<file path="src/sv/utu_pkg.sv">
`default_nettype none
// ----------------------------------------------------------------------------
// utu_pkg
// Shared types and constants of the UTF-8 to UTF-16 transcoder.
// ----------------------------------------------------------------------------
package utu_pkg;

  localparam int unsigned BYTE_W       = 8;
  localparam int unsigned CP_W         = 21;
  localparam int unsigned CODE_W       = 16;
  localparam int unsigned PAIR_W       = 20;
  localparam int unsigned UNIT_COUNT_W = 10;
  localparam int unsigned ENTRY_W      = 7;
  localparam int unsigned M_TDATA_W    = 40;

  localparam logic [CP_W-1:0]   CP_MAX_1 = 21'h00007F;
  localparam logic [CP_W-1:0]   CP_MAX_2 = 21'h0007FF;
  localparam logic [CP_W-1:0]   CP_MAX_3 = 21'h00FFFF;
  localparam logic [CP_W-1:0]   CP_LIMIT = 21'h10FFFF;
  localparam logic [CP_W-1:0]   SUPP_BASE = 21'h010000;
  localparam logic [4:0]        SURR_TAG  = 5'b11011;
  localparam logic [CODE_W-1:0] SURR_HIGH = 16'hD800;
  localparam logic [CODE_W-1:0] SURR_LOW  = 16'hDC00;

  localparam int unsigned QUEUE_DEPTH = 4;
  localparam int unsigned QUEUE_AW    = 2;

  // Entries are ceil(units / ENTRY_UNITS) but at least one, done as a reciprocal
  // multiply. The reciprocal is exact for dividends below 2**17.
  localparam int unsigned ENTRY_UNITS   = 13;
  localparam int unsigned ENTRY_SHIFT   = 20;
  localparam int unsigned ENTRY_RECIP_W = 17;
  localparam logic [ENTRY_RECIP_W-1:0] ENTRY_RECIP =
    ENTRY_RECIP_W'(((1 << ENTRY_SHIFT) + ENTRY_UNITS - 1) / ENTRY_UNITS);

  typedef enum logic [1:0] {
    CMD_UNIT = 2'd0,
    CMD_PAIR = 2'd1,
    CMD_TERM = 2'd2
  } cmd_kind_t;

  typedef struct packed {
    cmd_kind_t         kind;
    logic [PAIR_W-1:0] value;
    logic              trunc;
  } cmd_t;

endpackage
`default_nettype wire

</file>
<file path="src/sv/utu_front.sv">
`default_nettype none
// ----------------------------------------------------------------------------
// utu_front
// Byte decoder: collects UTF-8 sequences, validates each code point and
// issues unit, pair and terminator commands.
// ----------------------------------------------------------------------------
module utu_front (
  input  wire                        clk,
  input  wire                        rst,
  input  wire                        s_tvalid,
  output logic                       s_tready,
  input  wire  [utu_pkg::BYTE_W-1:0] s_tdata,
  input  wire                        q_full,
  output logic                       push,
  output utu_pkg::cmd_t              push_cmd
);
  import utu_pkg::*;

  logic [CP_W-1:0] acc, acc_next;
  logic [1:0]      rem, rem_next;
  logic [2:0]      len, len_next;
  logic            stopped, stopped_next;

  logic            accept;
  logic [CP_W-1:0] cp_cont;
  logic [2:0]      need;
  logic            bad_cp;
  logic [CP_W-1:0] cp_off;

  assign s_tready = !q_full;
  assign accept   = s_tvalid && !q_full;

  assign cp_cont = {acc[CP_W-7:0], s_tdata[5:0]};
  assign cp_off  = cp_cont - SUPP_BASE;

  always_comb begin
    if (cp_cont <= CP_MAX_1) begin
      need = 3'd1;
    end else if (cp_cont <= CP_MAX_2) begin
      need = 3'd2;
    end else if (cp_cont <= CP_MAX_3) begin
      need = 3'd3;
    end else begin
      need = 3'd4;
    end
    bad_cp = (need != len) || (cp_cont > CP_LIMIT) ||
             ((cp_cont[CP_W-1:CODE_W] == '0) && (cp_cont[15:11] == SURR_TAG));
  end

  always_comb begin
    acc_next     = acc;
    rem_next     = rem;
    len_next     = len;
    stopped_next = stopped;
    push         = 1'b0;
    push_cmd     = '{kind: CMD_UNIT, value: '0, trunc: 1'b0};
    if (accept) begin
      if (s_tdata == '0) begin
        push           = 1'b1;
        push_cmd.kind  = CMD_TERM;
        push_cmd.trunc = stopped || (rem != 2'd0);
        acc_next       = '0;
        rem_next       = 2'd0;
        len_next       = 3'd0;
        stopped_next   = 1'b0;
      end else if (stopped) begin
        stopped_next = 1'b1;
      end else if (rem != 2'd0) begin
        if (s_tdata[7:6] != 2'b10) begin
          stopped_next = 1'b1;
          rem_next     = 2'd0;
          len_next     = 3'd0;
          acc_next     = '0;
        end else if (rem != 2'd1) begin
          acc_next = cp_cont;
          rem_next = rem - 2'd1;
        end else begin
          acc_next = '0;
          rem_next = 2'd0;
          len_next = 3'd0;
          if (bad_cp) begin
            stopped_next = 1'b1;
          end else if (cp_cont <= CP_MAX_3) begin
            push           = 1'b1;
            push_cmd.kind  = CMD_UNIT;
            push_cmd.value = PAIR_W'(cp_cont);
          end else begin
            push           = 1'b1;
            push_cmd.kind  = CMD_PAIR;
            push_cmd.value = cp_off[PAIR_W-1:0];
          end
        end
      end else if (s_tdata[7] == 1'b0) begin
        push           = 1'b1;
        push_cmd.kind  = CMD_UNIT;
        push_cmd.value = PAIR_W'(s_tdata);
      end else if (s_tdata[7:5] == 3'b110) begin
        acc_next = CP_W'(s_tdata[4:0]);
        len_next = 3'd2;
        rem_next = 2'd1;
      end else if (s_tdata[7:4] == 4'b1110) begin
        acc_next = CP_W'(s_tdata[3:0]);
        len_next = 3'd3;
        rem_next = 2'd2;
      end else if (s_tdata[7:3] == 5'b11110) begin
        acc_next = CP_W'(s_tdata[2:0]);
        len_next = 3'd4;
        rem_next = 2'd3;
      end else begin
        stopped_next = 1'b1;
      end
    end
  end

  always_ff @(posedge clk) begin
    if (rst) begin
      acc     <= '0;
      rem     <= 2'd0;
      len     <= 3'd0;
      stopped <= 1'b0;
    end else begin
      acc     <= acc_next;
      rem     <= rem_next;
      len     <= len_next;
      stopped <= stopped_next;
    end
  end

endmodule
`default_nettype wire

</file>
<file path="src/sv/utu_queue.sv">
`default_nettype none
// ----------------------------------------------------------------------------
// utu_queue
// Four-entry command queue between the decoder and the unit emitter.
// ----------------------------------------------------------------------------
module utu_queue (
  input  wire            clk,
  input  wire            rst,
  input  wire            push,
  input  utu_pkg::cmd_t  push_cmd,
  output logic           full,
  input  wire            pop,
  output utu_pkg::cmd_t  head,
  output logic           empty
);
  import utu_pkg::*;

  cmd_t                mem [QUEUE_DEPTH];
  logic [QUEUE_AW-1:0] wr_ptr;
  logic [QUEUE_AW-1:0] rd_ptr;
  logic [QUEUE_AW:0]   fill;

  assign full  = (fill == (QUEUE_AW+1)'(QUEUE_DEPTH));
  assign empty = (fill == '0);
  assign head  = mem[rd_ptr];

  always_ff @(posedge clk) begin
    if (push) begin
      mem[wr_ptr] <= push_cmd;
    end
  end

  always_ff @(posedge clk) begin
    if (rst) begin
      wr_ptr <= '0;
      rd_ptr <= '0;
      fill   <= '0;
    end else begin
      if (push) begin
        wr_ptr <= wr_ptr + 1'b1;
      end
      if (pop) begin
        rd_ptr <= rd_ptr + 1'b1;
      end
      if (push && !pop) begin
        fill <= fill + 1'b1;
      end else if (pop && !push) begin
        fill <= fill - 1'b1;
      end
    end
  end

endmodule
`default_nettype wire

</file>
<file path="src/sv/utu_back.sv">
`default_nettype none
// ----------------------------------------------------------------------------
// utu_back
// Unit emitter: expands commands into UTF-16 units, keeps the saturating
// unit count and builds the terminator with its counts.
// ----------------------------------------------------------------------------
module utu_back #(
  parameter int MAX_UNITS = 1023
) (
  input  wire                           clk,
  input  wire                           rst,
  input  utu_pkg::cmd_t                 head,
  input  wire                           empty,
  output logic                          pop,
  output logic                          m_tvalid,
  input  wire                           m_tready,
  output logic [utu_pkg::M_TDATA_W-1:0] m_tdata,
  output logic                          m_tlast
);
  import utu_pkg::*;

  localparam int CW = $clog2(MAX_UNITS + 1);
  localparam int XW = CW + 1;
  localparam int PW = XW + ENTRY_RECIP_W;

  logic [CW-1:0]     count;
  logic [CW-1:0]     count_inc;
  logic              pend;
  logic [CODE_W-1:0] low_unit;
  logic              load;

  logic [XW-1:0]     ent_x;
  logic [PW-1:0]     ent_prod;
  logic [ENTRY_W-1:0] ent_q;

  logic [CODE_W-1:0]       code_unit;
  logic [UNIT_COUNT_W-1:0] unit_count;
  logic [ENTRY_W-1:0]      entry_count;
  logic                    was_truncated;

  assign load = !m_tvalid || m_tready;
  assign pop  = load && !pend && !empty;

  assign count_inc = (count == CW'(MAX_UNITS)) ? count : count + 1'b1;

  assign ent_x    = XW'(count) + XW'(ENTRY_UNITS - 1);
  assign ent_prod = PW'(ent_x) * PW'(ENTRY_RECIP);
  assign ent_q    = (count == '0) ? ENTRY_W'(1) : ENTRY_W'(ent_prod >> ENTRY_SHIFT);

  assign m_tdata = {6'd0, was_truncated, entry_count, unit_count, code_unit};

  always_ff @(posedge clk) begin
    if (load) begin
      code_unit     <= '0;
      unit_count    <= '0;
      entry_count   <= '0;
      was_truncated <= 1'b0;
      m_tlast       <= 1'b0;
      if (pend) begin
        code_unit <= low_unit;
      end else if (!empty) begin
        case (head.kind)
          CMD_UNIT: begin
            code_unit <= head.value[CODE_W-1:0];
          end
          CMD_PAIR: begin
            code_unit <= SURR_HIGH | CODE_W'(head.value[PAIR_W-1:10]);
            low_unit  <= SURR_LOW | CODE_W'(head.value[9:0]);
          end
          CMD_TERM: begin
            m_tlast       <= 1'b1;
            unit_count    <= UNIT_COUNT_W'(count);
            entry_count   <= ent_q;
            was_truncated <= head.trunc;
          end
          default: begin
            code_unit <= '0;
          end
        endcase
      end
    end
  end

  always_ff @(posedge clk) begin
    if (rst) begin
      m_tvalid <= 1'b0;
      pend     <= 1'b0;
      count    <= '0;
    end else if (load) begin
      if (pend) begin
        m_tvalid <= 1'b1;
        pend     <= 1'b0;
        count    <= count_inc;
      end else if (!empty) begin
        m_tvalid <= 1'b1;
        case (head.kind)
          CMD_UNIT: begin
            count <= count_inc;
          end
          CMD_PAIR: begin
            pend  <= 1'b1;
            count <= count_inc;
          end
          CMD_TERM: begin
            count <= '0;
          end
          default: begin
            count <= count;
          end
        endcase
      end else begin
        m_tvalid <= 1'b0;
      end
    end
  end

endmodule
`default_nettype wire

</file>
<file path="src/sv/utf8_to_utf16_transcoder.sv">
`default_nettype none
// ----------------------------------------------------------------------------
// utf8_to_utf16_transcoder
// Converts a NUL-terminated UTF-8 name into UTF-16 code units and closes
// each string with a terminator that carries the unit and entry counts.
//
//   Channel   Dir  Payload
//   s_*       in   s_tdata[7:0] data_byte
//   m_*       out  m_tdata code_unit, unit_count, entry_count, was_truncated;
//                  m_tlast is_terminator
//
// One byte is taken per cycle while the command queue is not full.
// A four-byte sequence yields a surrogate pair, sent high unit then low unit by
// the emitter. Reset clears the decoder, the queue and the output stage.
// s_tready falls only when the four-entry command queue is full.
// ----------------------------------------------------------------------------
module utf8_to_utf16_transcoder #(
  parameter int MAX_UNITS = 1023
) (
  input  wire                           clk,
  input  wire                           rst,
  input  wire                           s_tvalid,
  output logic                          s_tready,
  // [7:0] data_byte
  input  wire  [utu_pkg::BYTE_W-1:0]    s_tdata,
  output logic                          m_tvalid,
  input  wire                           m_tready,
  // [15:0] code_unit, [25:16] unit_count, [32:26] entry_count,
  // [33] was_truncated, [39:34] zero
  output logic [utu_pkg::M_TDATA_W-1:0] m_tdata,
  output logic                          m_tlast
);
  import utu_pkg::*;

  logic q_full;
  logic q_empty;
  logic push;
  logic pop;
  cmd_t push_cmd;
  cmd_t head;

  utu_front u_front (
    .clk      (clk),
    .rst      (rst),
    .s_tvalid (s_tvalid),
    .s_tready (s_tready),
    .s_tdata  (s_tdata),
    .q_full   (q_full),
    .push     (push),
    .push_cmd (push_cmd)
  );

  utu_queue u_queue (
    .clk      (clk),
    .rst      (rst),
    .push     (push),
    .push_cmd (push_cmd),
    .full     (q_full),
    .pop      (pop),
    .head     (head),
    .empty    (q_empty)
  );

  utu_back #(
    .MAX_UNITS (MAX_UNITS)
  ) u_back (
    .clk      (clk),
    .rst      (rst),
    .head     (head),
    .empty    (q_empty),
    .pop      (pop),
    .m_tvalid (m_tvalid),
    .m_tready (m_tready),
    .m_tdata  (m_tdata),
    .m_tlast  (m_tlast)
  );

endmodule
`default_nettype wire
</file>
<file path="config.mk">
export PLATFORM = sky130hd
export DESIGN_NAME = utf8_to_utf16_transcoder
export DESIGN_NICKNAME = d
export VERILOG_FILES = /design/src/sv/utu_pkg.sv /design/src/sv/utu_front.sv /design/src/sv/utu_queue.sv /design/src/sv/utu_back.sv /design/src/sv/utf8_to_utf16_transcoder.sv
export SDC_FILE = /design/constraint.sdc
export NUM_CORES = 1
export LEC_CHECK = 0
export BUFFER_PORTS_ARGS = -buffer_cell sky130_fd_sc_hd__clkbuf_2
export CORE_UTILIZATION = 44
export CTS_CLUSTER_SIZE = 25
export DETAILED_ROUTE_END_ITERATION = 10
export PLACE_DENSITY = 0.69
export SKIP_CTS_REPAIR_TIMING = 1
export SLEW_MARGIN = 10
export SYNTH_ARGS = -nofsm -noshare
export SYNTH_HDL_FRONTEND = slang
export SYNTH_HIERARCHICAL = 1
export SYNTH_SLANG_ARGS = --single-unit
</file>
<file path="constraint.sdc">
create_clock -name clk -period 5.28 [get_ports clk]
set_input_delay 0.528 -clock clk [delete_from_list [all_inputs] [get_ports clk]]
set_output_delay 0.528 -clock clk [all_outputs]
set_load 0.03 [all_outputs]
</file>
==> flow_summary.json, run 1 <==
{
  "io_pins": 55,
  "routed_wl_um": 21800,
  "power.internal_mw": 3.02,
  "cts_tree": "built",
  "crit_path_end_kind": "flop",
  "layout_commonest_cell": "edfxtp_1",
  "antenna_cells": 0,
  "rsz0062_at_grt": "yes",
  "drt_iter0_drc": 685,
  "die_w_um": 157,
  "setup_viol": 2,
  "antenna_left": 0,
  "insertion_delay_ns": 0.42,
  "die_h_um": 157,
  "drtPass1Iterations": 5,
  "via_count": 7045,
  "fin_skew_ns": 0.00988,
  "core_um2": 23500,
  "synth_ff_type": "edfxtp_1",
  "crit_required_ns": 5.45,
  "outcome": "finished with violations",
  "root_buffer": "clkbuf_16",
  "timing.setup.tns_ns": -0.0965,
  "final_cell_count_no_fill": 1325,
  "hold_violations": 0,
  "violations": "negative setup slack",
  "final.period_utilization_pct": 101,
  "p_clk_share_pct": 28.1,
  "period_needed_ns": 5.34,
  "startpoint_type": "flop",
  "timing.hold.ws_ns": 0.421,
  "start_util_pct": 44.9,
  "dp_slack_ns": -0.178,
  "power.switching_mw": 1.54,
  "vias_per_cell": 5.32,
  "place_congestion": 0.893,
  "nets": 1126,
  "overflow": 0,
  "syn_inst": 891,
  "drive_gt1_share_pct": 21.8,
  "ys_warn_count": 6,
  "hold_class": "in2reg",
  "seqPwrFrac_pct": 40.6,
  "cts_made_buffers": 17,
  "cts_max_level": 4,
  "r2r_setup_slack_ns": -0.06,
  "syn2layout_area_growth_pct": 16.4,
  "worst_ep_arrival_time_ns": 5.51,
  "swShare_pct": 33.7,
  "netlist.area_leader.share_pct": 39.0,
  "place_inst": 1284,
  "grt_util_all_layers_pct": 18.5,
  "cp_max_fo": 5,
  "final_cell_mix": "edfxtp_1, inv_1, ha_1",
  "power_mw": 4.56,
  "antenna_found_initial": 0,
  "portBuffers": 48,
  "drc": 0,
  "worstSetupPathType": "reg2reg",
  "wl_per_cell_um": 16.4,
  "synth_seq_area_share_pct": 47.0,
  "relSlewSlack_pct": 23.6,
  "async_flop_share_pct": 0,
  "clkTransAtPathRegs_ns": 0.07,
  "tightestPinTransition_ns": 1.14,
  "max_cap_viol_count": 0,
  "synth_top_cell_by_area": "edfxtp_1",
  "irDropWorstVdd_v": 0.000265,
  "power_frac_comb_pct": 31.4,
  "cts_sinks": 179,
  "ys_ff_latch": 179,
  "grt_max_degree": 39,
  "grt_pass1_vias": 6609,
  "grt_pass1_wl_um": 35100,
  "dpl.hpwl_um": 15900,
  "cts_buffer_depth": 2,
  "fin_ws_ns": -0.0592,
  "synth.cell_area_um2": 10500,
  "avgSynthCellArea_um2": 11.8,
  "core.rowCount": 56,
  "drv_slew": 0,
  "ys_types": 77,
  "p_leak_nw": 5.05,
  "dieArea_um2": 24600,
  "p_per_area_nw_per_um2": 372,
  "synth_edf_count": 137,
  "synthTopCellsByArea": "edfxtp_1, ha_1, dfxtp_1",
  "timing.fmax_mhz": 187
}
==> state kept, by name, indices dropped and copies added, names as in the netlist, 2 cells and up, named ones only <==
| name | count |
|---|---|
| u_back/code_unit | 16 |
| u_back/count | 10 |
| u_back/entry_count | 7 |
| u_back/low_unit | 10 |
| u_back/unit_count | 10 |
| u_front/acc | 15 |
| u_front/len | 3 |
| u_front/rem | 2 |
| u_queue/fill | 3 |
| u_queue/mem | 92 |
| u_queue/rd_ptr | 2 |
| u_queue/wr_ptr | 2 |
==> per-layer routing <==
layer  GRT usage, %  part of all wire [%]  vias to the layer above
met1           27.6                    49                     3439
met5              0                     0                        -
met4           3.78                  0.67                        0
met2           28.3                    45                      211
li1               -                     -                     3378
met3           3.05                   5.1                       17
==> through the flow <==
step                      util, %  instance area, um^2
after floorplan                 -                10600
after global placement       49.0                11500
after detailed placement     49.0                11500
after CTS                    51.6                12100
after global routing         52.3                12300
final                        52.3                12300
==> Yosys cell counts (4+ instances only) <==
cell,number
or4_1,4
nor3_1,14
edfxtp_1,137
nand4_1,15
fa_1,40
o211ai_1,9
inv_1,108
a211oi_1,4
buf_2,10
a21oi_1,45
xor2_1,14
o21ai_0,32
a21boi_1,5
nand2_1,62
nand2b_1,9
clkbuf_1,15
nor4_1,8
buf_4,7
xnor2_1,13
nand3_1,27
and2_1,22
mux2i_1,18
or3_1,4
and3_1,7
nor2_1,44
mux4_2,20
ha_1,81
nor2b_1,5
dfxtp_1,42
==> power groups by stage <==
stage	clock, mW	sequential (mW)	combinational (mW)
after floorplan	0	2.00	0.902
after global placement	0	1.88	1.35
after detailed placement	0	1.88	1.37
after CTS	1.30	1.85	1.38
after global routing	1.36	1.87	1.58
final	1.28	1.85	1.43
==> layout make-up <==
cell class	instances	area (um^2)
fillers	2023	11200
multi-input cells	571	5140
flip-flops and latches	179	4960
repair buffers	116	754
clock buffers	17	425
inverters	108	409
well taps	319	399
clock inverters	15	190
==> worst max-delay path, cell delays in order, from the launching register on <==
cell and delay (ns):
dfxtp_2 0.35, clkinvlp_4 0.13, ha_4 0.22, nor2_4 0.15, xor2_4 0.10, fa_1 0.55, inv_1 0.05, fa_1 0.47
fa_1 0.52, inv_1 0.05, fa_1 0.47, inv_1 0.05, fa_1 0.49, inv_2 0.05, ha_4 0.21, and4_4 0.15
and3_4 0.14, a22o_1 0.23, or3_4 0.36, buf_4 0.15, xnor2_2 0.12, a21boi_1 0.08
==> worst paths after layout <==
kind / from / endpoint / depth (start not counted)
worst min-delay path: s_tdata[1] / u_front/acc[1] / 3
worst max-delay path: u_back/count[2] / u_back/entry_count[0] / 21
worst min register to register: u_front/rem[1] / u_front/rem[1] / 2
worst max register to register: u_back/count[2] / u_back/entry_count[0] / 21
==> cells by family (layout without fill, tap and decap cells) <==
logic type,Yosys count,in the layout,synth area share [%]
adder cells (fa/ha/maj),121,121,17.2
buffers and inverters,146,256,6.09
AO/OA/AOI/OAI,129,129,7.80
AND/OR/NAND/NOR,243,243,12.2
flip-flops,179,179,47.0
other,1,6,0.0356
multiplexers,44,44,7.16
XOR/XNOR,28,28,2.51
Power figures use the tool's default switching activity.
==> run 2, diff against run 1 <==
--- a/config.mk
+++ b/config.mk
@@ -10,6 +10,7 @@
 export CTS_CLUSTER_SIZE = 25
 export DETAILED_ROUTE_END_ITERATION = 10
 export PLACE_DENSITY = 0.69
+export REMOVE_ABC_BUFFERS = 1
 export SKIP_CTS_REPAIR_TIMING = 1
 export SLEW_MARGIN = 10
 export SYNTH_ARGS = -nofsm -noshare
==> flow_summary.json, run 2 (synthesis results as in run 1) <==
{
  "startpoint_type": "flop",
  "crit_required_ns": 5.46,
  "grt_pass1_wl_um": 35500,
  "drt_iter0_drc": 592,
  "violations": "negative setup slack",
  "dp_slack_ns": -0.240,
  "die_w_um": 157,
  "largest_register_ffs": 92,
  "routed_wl_um": 22200,
  "p_leak_nw": 4.97,
  "core_um2": 23500,
  "final_cell_count_no_fill": 1317,
  "tightestPinTransition_ns": 0.899,
  "portBuffers": 48,
  "drtPass1Iterations": 5,
  "top_regs": "u_queue/mem: 92 flops, u_back/code_unit: 16 flops, u_front/acc: 15 flops",
  "grt_pass1_vias": 6898,
  "timing.fmax_mhz": 188,
  "overflow": 0,
  "r2r_setup_slack_ns": -0.03,
  "hold_class": "in2reg",
  "post-route-util_pct": 51.9,
  "start_util_pct": 44.9,
  "grt_max_degree": 38,
  "fin_skew_ns": 0.0141,
  "startpoint": "u_back/count[2]",
  "crit_family": "adder cells",
  "worstPathCellList": "inv_2 -> ha_2 -> buf_6 -> nor3_1 -> xor2_1 -> buf_4 -> ha_1 -> xor2_1 -> ha_1 -> a21oi_2 -> fa_1 -> fa_1 -> fa_1 -> inv_1 -> ha_1 -> buf_4 -> and3_4 -> a22o_1 -> or3_4 -> a311oi_2 -> nor3_1",
  "grt_util_all_layers_pct": 19.0,
  "cp.buffers_inverters": 5,
  "cts_max_level": 4,
  "cts_sinks": 179,
  "root_buffer": "clkbuf_16",
  "drive_gt1_share_pct": 21.6,
  "die_h_um": 157,
  "r2r_cells": 21,
  "power_mw": 4.55,
  "worstSetupPathType": "reg2reg",
  "place_congestion": 0.913,
  "insertion_delay_ns": 0.44,
  "max_cap_viol_count": 0,
  "crit_path_end_kind": "flop",
  "outcome": "finished with violations",
  "vias_per_cell": 5.32,
  "cts_buffer_depth": 2,
  "crit_cells": 21,
  "final.period_utilization_pct": 100,
  "final_cell_mix": "edfxtp_1, inv_1, ha_1",
  "worst_ep_arrival_time_ns": 5.49,
  "wl_per_cell_um": 16.8,
  "relSlewSlack_pct": 39.6,
  "layout_commonest_cell": "edfxtp_1",
  "cp-endpoint": "u_back/entry_count[2]",
  "io_pins": 55,
  "syn2layout_area_growth_pct": 15.6,
  "clkTransAtPathRegs_ns": 0.08,
  "antenna_cells": 0,
  "core.rowCount": 56,
  "period_needed_ns": 5.31,
  "irDropWorstVdd_v": 0.000257,
  "dieArea_um2": 24600,
  "antenna_found_initial": 0,
  "cts_made_buffers": 17,
  "antenna_left": 0,
  "drc": 0,
  "nets": 1118,
  "p_per_area_nw_per_um2": 373,
  "slowest_stage": "fa_1",
  "post_dp_cell_area_um2": 11300,
  "place_inst": 1276,
  "r2r_end": "u_back/entry_count[2]",
  "rsz0062_at_grt": "yes",
  "fin_area_um2": 12200,
  "cp_max_fo": 6,
  "drv_slew": 0,
  "setup_viol": 1,
  "top_register": "u_queue/mem",
  "hold_violations": 0,
  "fin_ws_ns": -0.0259,
  "dpl.hpwl_um": 15800,
  "r2r_start": "u_back/count[2]",
  "cts_tree": "built",
  "cp_slowest_stage_delay_ns": 0.57,
  "via_count": 7011
}
run 2: changes by cell type in the layout (fill, tap and decap cells not counted), sizes merged:
cell and delta:
clkinvlp +2, buf -8, clkinv -2, bufinv -1
inv +1
run 2: final cells by class:
cell class	instances	area, um^2
Clock buffer	17	425
Clock inverter	15	191
Fill cell	1993	11300
Inverter	108	405
Multi-Input combinational cell	571	5100
Sequential cell	179	4960
Tap cell	319	399
Timing Repair Buffer	108	702
run 2: metrics by stage:
| stage | hold WS [ns] | setup TNS, ns |
|---|---|---|
| 2_1_floorplan | 0.430 | -3.33 |
| 3_5_place_dp | 0.455 | -0.643 |
| 4_1_cts | 0.391 | -0.715 |
| 6_report | 0.405 | -0.0259 |
| 3_3_place_gp | 0.445 | -0.483 |
| 5_1_grt | 0.412 | -0.782 |
run 2: worst min path at each step:
stage | to | slack (ns) | cells after the start | startpoint
after floorplan | u_front/rem[1] | 0.43 | 2 | u_front/rem[1]
after detailed placement | u_front/rem[1] | 0.46 | 2 | u_front/rem[1]
final | u_front/acc[1] | 0.40 | 3 | s_tdata[1]
after global routing | u_front/acc[2] | 0.41 | 3 | s_tdata[2]
after global placement | u_front/rem[1] | 0.44 | 2 | u_front/rem[1]
after CTS | u_front/acc[1] | 0.39 | 3 | s_tdata[1]
run 2: worst reg2reg max path: cells and delay by family, from the launching register on:
family / cells / cell delay (ns)
xor+xnor: 2 / 0.37
buf+inv: 5 / 0.55
flops: 1 / 0.34
fa+ha+maj: 7 / 2.41
compound gates: 3 / 0.50
simple gates: 4 / 0.89
run 2: per-layer routing:
layer / track usage, % / routed length (um) / vias to the layer above
li1: - / - / 3354
met1: 25.5 / 10100 / 3432
met2: 30.6 / 10600 / 197
met3: 4.02 / 1120 / 28
met4: 6.26 / 369 / 0
met5: 0 / 0 / -
run 2: report_power, final:
group          switching [mW]  leakage [nW]  internal (mW)  total, mW
Sequential             0.0884          1.69           1.74       1.82
Clock                   0.601         0.289          0.681       1.28
Combinational           0.890          2.99          0.553       1.44
Total                    1.58          4.97           2.97       4.55
==> run 3, diff against run 2 <==
--- a/config.mk
+++ b/config.mk
@@ -10,6 +10,7 @@
 export CTS_CLUSTER_SIZE = 25
 export DETAILED_ROUTE_END_ITERATION = 10
 export PLACE_DENSITY = 0.69
+export RECOVER_POWER = 25
 export REMOVE_ABC_BUFFERS = 1
 export SKIP_CTS_REPAIR_TIMING = 1
 export SLEW_MARGIN = 10
==> constraint.sdc (replaced) <==
create_clock -name clk -period 4.7 [get_ports clk]
set_input_delay 0.47 -clock clk [delete_from_list [all_inputs] [get_ports clk]]
set_output_delay 0.47 -clock clk [all_outputs]
set_load 0.03 [all_outputs]
==> flow_summary.json, run 3 (synthesis results as in run 1) <==
{
  "r2r_setup_slack_ns": -0.64,
  "irDropWorstVdd_v": 0.000262,
  "antenna_cells": 0,
  "cts_sinks": 179,
  "grt_max_degree": 36,
  "drc": 0,
  "gr-max-usage-layer": "met2",
  "portBuffers": 48,
  "place_congestion": 0.912,
  "routed_wl_um": 22000,
  "period_needed_ns": 5.34,
  "p_leak_nw": 5.00,
  "violations": "max-capacitance violations, max-slew violations, negative setup slack",
  "timing.hold.ws_ns": 0.354,
  "relSlewSlack_pct": -28.0,
  "top_register": "u_queue/mem",
  "final.period_utilization_pct": 114,
  "drv_slew": 53,
  "drtPass1Iterations": 5,
  "cp-endpoint": "u_back/entry_count[0]",
  "cts_buffer_depth": 2,
  "outcome": "finished with violations",
  "rsz0062_at_grt": "yes",
  "grt_util_all_layers_pct": 18.9,
  "cts_max_level": 4,
  "syn2layout_area_growth_pct": 17.5,
  "post_dp_cell_area_um2": 11500,
  "dp_slack_ns": -0.888,
  "die_h_um": 157,
  "via_count": 7054,
  "final_cell_count_no_fill": 1345,
  "worstSetupPathType": "reg2reg",
  "crit_path_end_kind": "flop",
  "clkTransAtPathRegs_ns": 0.08,
  "grt_pass1_wl_um": 35400,
  "final_cell_mix": "edfxtp_1, inv_1, buf_4",
  "dpl.hpwl_um": 15800,
  "fin_area_um2": 12400,
  "timing.fmax_mhz": 187,
  "r2r_end": "u_back/entry_count[0]",
  "insertion_delay_ns": 0.44,
  "nets": 1146,
  "use_met1_pct": 25.9,
  "start_util_pct": 44.9,
  "cts_made_buffers": 17,
  "hold_class": "in2reg",
  "setup_viol": 7,
  "max_cap_viol_count": 2,
  "grt_util_met3_pct": 3.38,
  "drive_gt1_share_pct": 20.4,
  "crit_required_ns": 4.88,
  "layout_commonest_cell": "edfxtp_1",
  "root_buffer": "clkbuf_16",
  "dieArea_um2": 24600,
  "grt_use_met2_pct": 30.2,
  "antenna_left": 0,
  "io_pins": 55,
  "r2r_cells": 22,
  "die_w_um": 157,
  "r2r_start": "u_back/count[2]",
  "fin_ws_ns": -0.643,
  "tightestPinTransition_ns": 1.92,
  "power_mw": 5.09,
  "cp_max_fo": 3,
  "wl_per_cell_um": 16.4,
  "top_regs": "u_queue/mem: 92 flops, u_back/code_unit: 16 flops, u_front/acc: 15 flops",
  "place_inst": 1302,
  "cts_tree": "built",
  "startpoint": "u_back/count[2]",
  "startpoint_type": "flop",
  "drt_iter0_drc": 537,
  "p_per_area_nw_per_um2": 411,
  "vias_per_cell": 5.24,
  "core.rowCount": 56,
  "overflow": 0,
  "hold_violations": 0,
  "antenna_found_initial": 0,
  "fin_skew_ns": 0.0132,
  "core_um2": 23500,
  "grt_pass1_vias": 6911,
  "largest_register_ffs": 92,
  "worst_ep_arrival_time_ns": 5.53
}
run 3: cell types whose count changed in the layout (fill, tap and decap cells not counted), sizes merged:
cell,change
clkinvlp,-3
clkinv,+3
inv,+1
clkbuf,+2
buf,+26
bufinv,-1
run 3: layer usage:
| layer | part of all wire (%) | vias to the layer above |
|---|---|---|
| met5 | 0 | - |
| met2 | 47 | 173 |
| met3 | 4.8 | 34 |
| li1 | - | 3407 |
| met1 | 46 | 3440 |
| met4 | 1.8 | 0 |
run 3: power by group:
| part | leakage, nW | switching (mW) | internal, mW |
|---|---|---|---|
| combinational | 3.02 | 1.01 | 0.625 |
| sequential | 1.69 | 0.0880 | 1.95 |
| clock | 0.296 | 0.695 | 0.723 |
| total | 5.00 | 1.79 | 3.30 |
run 3: through the flow:
stage	utilization, %	TNS [ns]
final	52.8	-3.52
after global routing	52.8	-4.98
after CTS	51.7	-5.02
after detailed placement	49.2	-5.04
after global placement	49.2	-4.46
after floorplan	-	-7.39
run 3: worst min-delay path by stage:
stage	startpoint	to	slack, ns	cells past startpoint
detailed placement	u_front/rem[1]	u_front/rem[1]	0.45	2
global placement	u_front/rem[1]	u_front/rem[1]	0.45	2
CTS	s_tdata[0]	u_front/acc[0]	0.33	3
global route	s_tdata[0]	u_front/acc[0]	0.35	3
floorplan	u_front/rem[1]	u_front/rem[1]	0.43	2
finish	s_tdata[0]	u_front/acc[0]	0.35	3
run 3: cell type report:
type | instances | area, um^2
flip-flops and latches | 179 | 4960
fillers | 2002 | 11100
multi-input cells | 571 | 5150
clock buffers | 17 | 425
inverters | 108 | 408
repair buffers | 136 | 863
well taps | 319 | 399
clock inverters | 15 | 181
run 3: worst max-delay path, cell delays in order, from the launching register on:
cell and delay (ns):
dfxtp_4 0.37, inv_4 0.05, buf_6 0.11, a21oi_4 0.15
nand2_2 0.08, xnor2_2 0.16, fa_1 0.56, inv_2 0.04
fa_1 0.50, fa_1 0.49, inv_1 0.05, fa_1 0.49
inv_2 0.04, fa_1 0.48, inv_2 0.05, ha_4 0.21
and4_4 0.15, and3_4 0.14, a22o_1 0.23, or3_4 0.41
buf_4 0.15, xnor2_2 0.10, a21boi_1 0.07
